==> src/hdl/assert_macros.svh <==
// Assertion macros shared by the rate limiter RTL.
// Included by name; no other dependencies. Clock is always "clock", reset is "reset".
`ifndef ASSERT_MACROS_SVH
`define ASSERT_MACROS_SVH

// Same-cycle implication, disabled while in reset
`define ASSERT_SAME(lbl, ante, cons, msg) \
   lbl: assert property (@(posedge clock) disable iff (reset) (ante) |-> (cons)) \
      else $error(msg);

// Next-cycle implication, disabled while in reset
`define ASSERT_NEXT(lbl, ante, cons, msg) \
   lbl: assert property (@(posedge clock) disable iff (reset) (ante) |=> (cons)) \
      else $error(msg);

`endif

==> src/hdl/pktb_ram.sv <==
// Generic single-port-write, single-port-read RAM with registered read data.
// No dependencies.
module pktb_ram #(
   parameter int unsigned WIDTH = 8,
   parameter int unsigned DEPTH = 16
) (
   input  logic                     clock,
   input  logic                     we,
   input  logic [$clog2(DEPTH)-1:0] waddr,
   input  logic [WIDTH-1:0]         wdata,
   input  logic                     re,
   input  logic [$clog2(DEPTH)-1:0] raddr,
   output logic [WIDTH-1:0]         rdata
);

   logic [WIDTH-1:0] mem [DEPTH];

   // write port
   always_ff @(posedge clock) begin
      if (we) begin
         mem[waddr] <= wdata;
      end
   end

   // registered read port
   always_ff @(posedge clock) begin
      if (re) begin
         rdata <= mem[raddr];
      end
   end

endmodule

==> config.mk <==
export PLATFORM = sky130hd
export DESIGN_NAME = pktb_ram
export DESIGN_NICKNAME = d
export VERILOG_FILES = /design/src/hdl/assert_macros.svh /design/src/hdl/pktb_ram.sv
export SDC_FILE = /design/constraint.sdc
export NUM_CORES = 1
export LEC_CHECK = 0
export BUFFER_PORTS_ARGS = -buffer_cell sky130_fd_sc_hd__buf_2
export CORE_MARGIN = 2
export CORE_UTILIZATION = 50
export CTS_CLUSTER_DIAMETER = 200
export CTS_CLUSTER_SIZE = 28
export DETAILED_ROUTE_END_ITERATION = 10
export PLACE_DENSITY_LB_ADDON = 0.12
export SLEW_MARGIN = 0
export SYNTH_ARGS = -nofsm -noshare
export SYNTH_HDL_FRONTEND = slang
export SYNTH_SLANG_ARGS = --single-unit
==> constraint.sdc <==
create_clock -name clock -period 4.85 [get_ports clock]
set_clock_uncertainty 0.15 [all_clocks]
set_input_delay 0.485 -clock clock [delete_from_list [all_inputs] [get_ports clock]]
set_output_delay 0.485 -clock clock [all_outputs]
set_load 0.02 [all_outputs]
-- Word-level counts from Yosys, hierarchy flattened
Memories as Yosys holds them, arrays and structs flattened. A register that Yosys moved wholly into a read port is not among the register bits.
Index checks and enable logic that the tools add are counted.
- multiplexer cells: 2
- operators with widths (kind ; count):
    $mux W1 ; 2
- register bits after elaboration: 0
- memory bits (writable): 128
- input bits: 19
- output and inout bits: 8
- memories kept: 1
- memory list (memory ; depth ; width ; rd ports ; clocked after Yosys merged registers in ; wr ports ; RTL line ; source):
    mem ; 16 ; 8 ; 1 ; 1 ; 1 ; pktb_ram.sv:16 ; logic [WIDTH-1:0] mem [DEPTH];

-- Depth between registers and ports, before layout
- word-level depth: 2
- mapped depth: 5
- gate-level depth less buffers: 3

-- Worst setup path after synthesis
Ideal clock, no wire load.
- kind: input to register
- start: input port waddr[2]
- end: memory mem[0][0], enable pin
- setup time: 0.383 ns
- arrival: 1.595 ns
- required time: 4.317 ns
- setup slack: 2.722 ns
- stages: 2
- cell sequence: or3b_2 > nor3_1
- RTL lines (item ; RTL line ; source):
    start, declared ; pktb_ram.sv:9 ; input logic [$clog2(DEPTH)-1:0] waddr,
    end, declared ; pktb_ram.sv:16 ;
No word-level cell before the write port.

==> run metrics <==
status finished clean; die height 106 um; Mapped Cells 229; first-pass GRT wire length 15,300 um; met3 usage 5.52%; area grow syn2layout 14.3%; reg2reg path depth 3; P_sw 506 uW; Seq pwr share between 50% and 60%; largest net degree at the start of global routing 33; Fin Setup TNS 0 ps; # resized after CTS 0; dpl cells 383; RSZ-0062 raised after global routing no; via count 2,449; Final Slew Violations 0; CP arrival between 2000 and 2500 ps; Max-cap violations 0; critical path class primary input to flip-flop; drt drc 0; Hold Crit Endpoint mem[10][1]; fin crit share between 40 and 50%; clock-pin slew on the worst setup and hold paths 60 ps; crit-path max cell delay 810 ps; Comb pwr share 4.7%; Crit. End Element flip-flop; later-pin clock latency in the skew report 510 ps; gp weighted congestion 0.701; post-DP HPWL 5910 um; antenna viol nets, final 0; Worst path slowest cell buf_2; sw frac 19.6%; die area 11,300 um2; worst r2r src mem[2][2]; IO Count 27; GRT Total Usage 19.8%; Initial DRT Pass Iterations 4; worst rel slew slack 26.5%; GRT met1 Usage about 28%; P per Cell Area roughly 430 nW/um2; CP cell instances buf_2 > mux4_1 > a22oi_1 > nand2_1; Post-CTS Hold Fix Bufs 0; GRT Residual Overflow 0; WL final 10,100 um; most frequent cells in the layout edfxtp_1 (136), buf_2 (26), mux4_2 (18); Nets 285; CTS tree done; sequential-to-total area share from yosys stat 78.1%; Clock Tree Buf Depth 2; share of cells above drive strength 1 25.5%; postcts setup bufs 0; Die X 106 um; core area 10,200 um2; Max VDD drop about 220 uV; layer with the highest usage met2; Synth Cell Area ~5200 um2; DR vias/cell 5.96; initial antenna violation count 0; Yosys cell types 18; vias in the first global route ~2,500; critical hold path startpoint wdata[1]; total CTS buffers 17; syn_nets around 250; hold depth 1; Starting Density 51.1%; final core occ 58.4%; reg2reg end rdata[2]; Fmax achieved 0.435 GHz; Synth warnings 0; Fin. Hold Viols 0; FP Rows 37; Sink Count 136; Cell Count, Final, Fillers Out about 410; Antenna diodes 0; element type at the critical path start primary input; PortBufs 26; leading cell type in the layout, fill and taps excluded edfxtp_1; Critical Path Source raddr[0]; 1st-iter DRT viols 186; Setup-failing EPs final 0; Req. time, crit path ~5000 ps; Int Pwr 2080 uW; Clock Power Share a little over two fifths; H-tree Lvls 4; WL per Instance 24.5 um; Final min period between 2000 and 2500 ps; Min Hold Slack 207 ps; Worst-Margin Slew 1100 ps; Synth Register Bits 136; flop2flop setup slack 3160 ps; Hold Crit Class primary input to flip-flop; Global Route met2 Usage 29.6%; critical path peak fanout 32; Root Buffer clkbuf_8; Mean Syn Cell Area 22.8 um2; static leakage 0.00197 uW
[logic make-up (layout without fill, tap and decap cells)]
kind of cell,count (synthesis),count (layout),synth area share [%]
buffers and inverters,10,56,1.65
DFF,136,136,78.1
muxes,32,32,14.8
and+or+nand+nor,35,35,3.14
AOI/OAI and AO/OA,16,16,2.30
[synth_stat cells (all sizes together)]
master	number	area, um2
or3b	1	8.76
mux4	32	773
clkdlybuf4s25	3	30.0
nand2	9	33.8
edfxtp	136	4080
buf	7	56.3
nor2	13	48.8
nand3b	2	15.0
and2b	1	7.51
nor3	4	20.0
a22oi	16	120
nor2b	1	6.26
nand3	1	5.00
nand2b	2	12.5
and2	1	6.26
[per-layer routing]
layer | wire length, um | vias up
li1 | - | 1054
met1 | 4490 | 1295
met2 | 4840 | 88
met3 | 598 | 12
met4 | 137 | 0
met5 | 0 | -
[cell type report]
class,count,area [um2]
clock inverter,7,81.3
clock buffer,21,429
tap,136,170
multi-input combinational,83,1070
timing repair buffer,28,145
sequential,136,4080
fill,726,4250
[power by group through the flow]
stage | Sequential [uW] | Clock (uW) | Combinational (uW)
6_report | 1330 | 1140 | 121
2_1_floorplan | 1360 | 0 | 66.8
5_1_grt | 1330 | 1210 | 131
3_3_place_gp | 1360 | 0 | 121
4_1_cts | 1330 | 1150 | 122
3_5_place_dp | 1360 | 0 | 122
[sequential cells by signal (all words and copies together) (netlist names)]
register	cells
mem	128
rdata	8
[worst max-delay path by stage]
stage,end,slack (ps),depth (start not counted)
after floorplan,mem[0][0],2720,2
after global placement,rdata[2],1990,4
after detailed placement,rdata[2],2020,4
after CTS,rdata[2],2570,4
after global routing,rdata[2],2420,4
final,rdata[2],2550,4
[through the flow]
| stage | area, um2 | worst slack, ps | total power [uW] |
|---|---|---|---|
| after global placement | 5470 | 1990 | 1480 |
| after CTS | 5980 | 2570 | 2610 |
| after global routing | 5980 | 2420 | 2680 |
| final | 5980 | 2550 | 2590 |
| after floorplan | 5230 | 2720 | 1430 |
| after detailed placement | 5470 | 2020 | 1480 |
[critical path, delay by kind of cell]
family | cells | cell delay (ps)
buf+inv | 1 | 810
mux | 1 | 670
compound gates | 1 | 320
simple gates | 1 | 90
No activity file was read; power rests on OpenSTA's default activity.
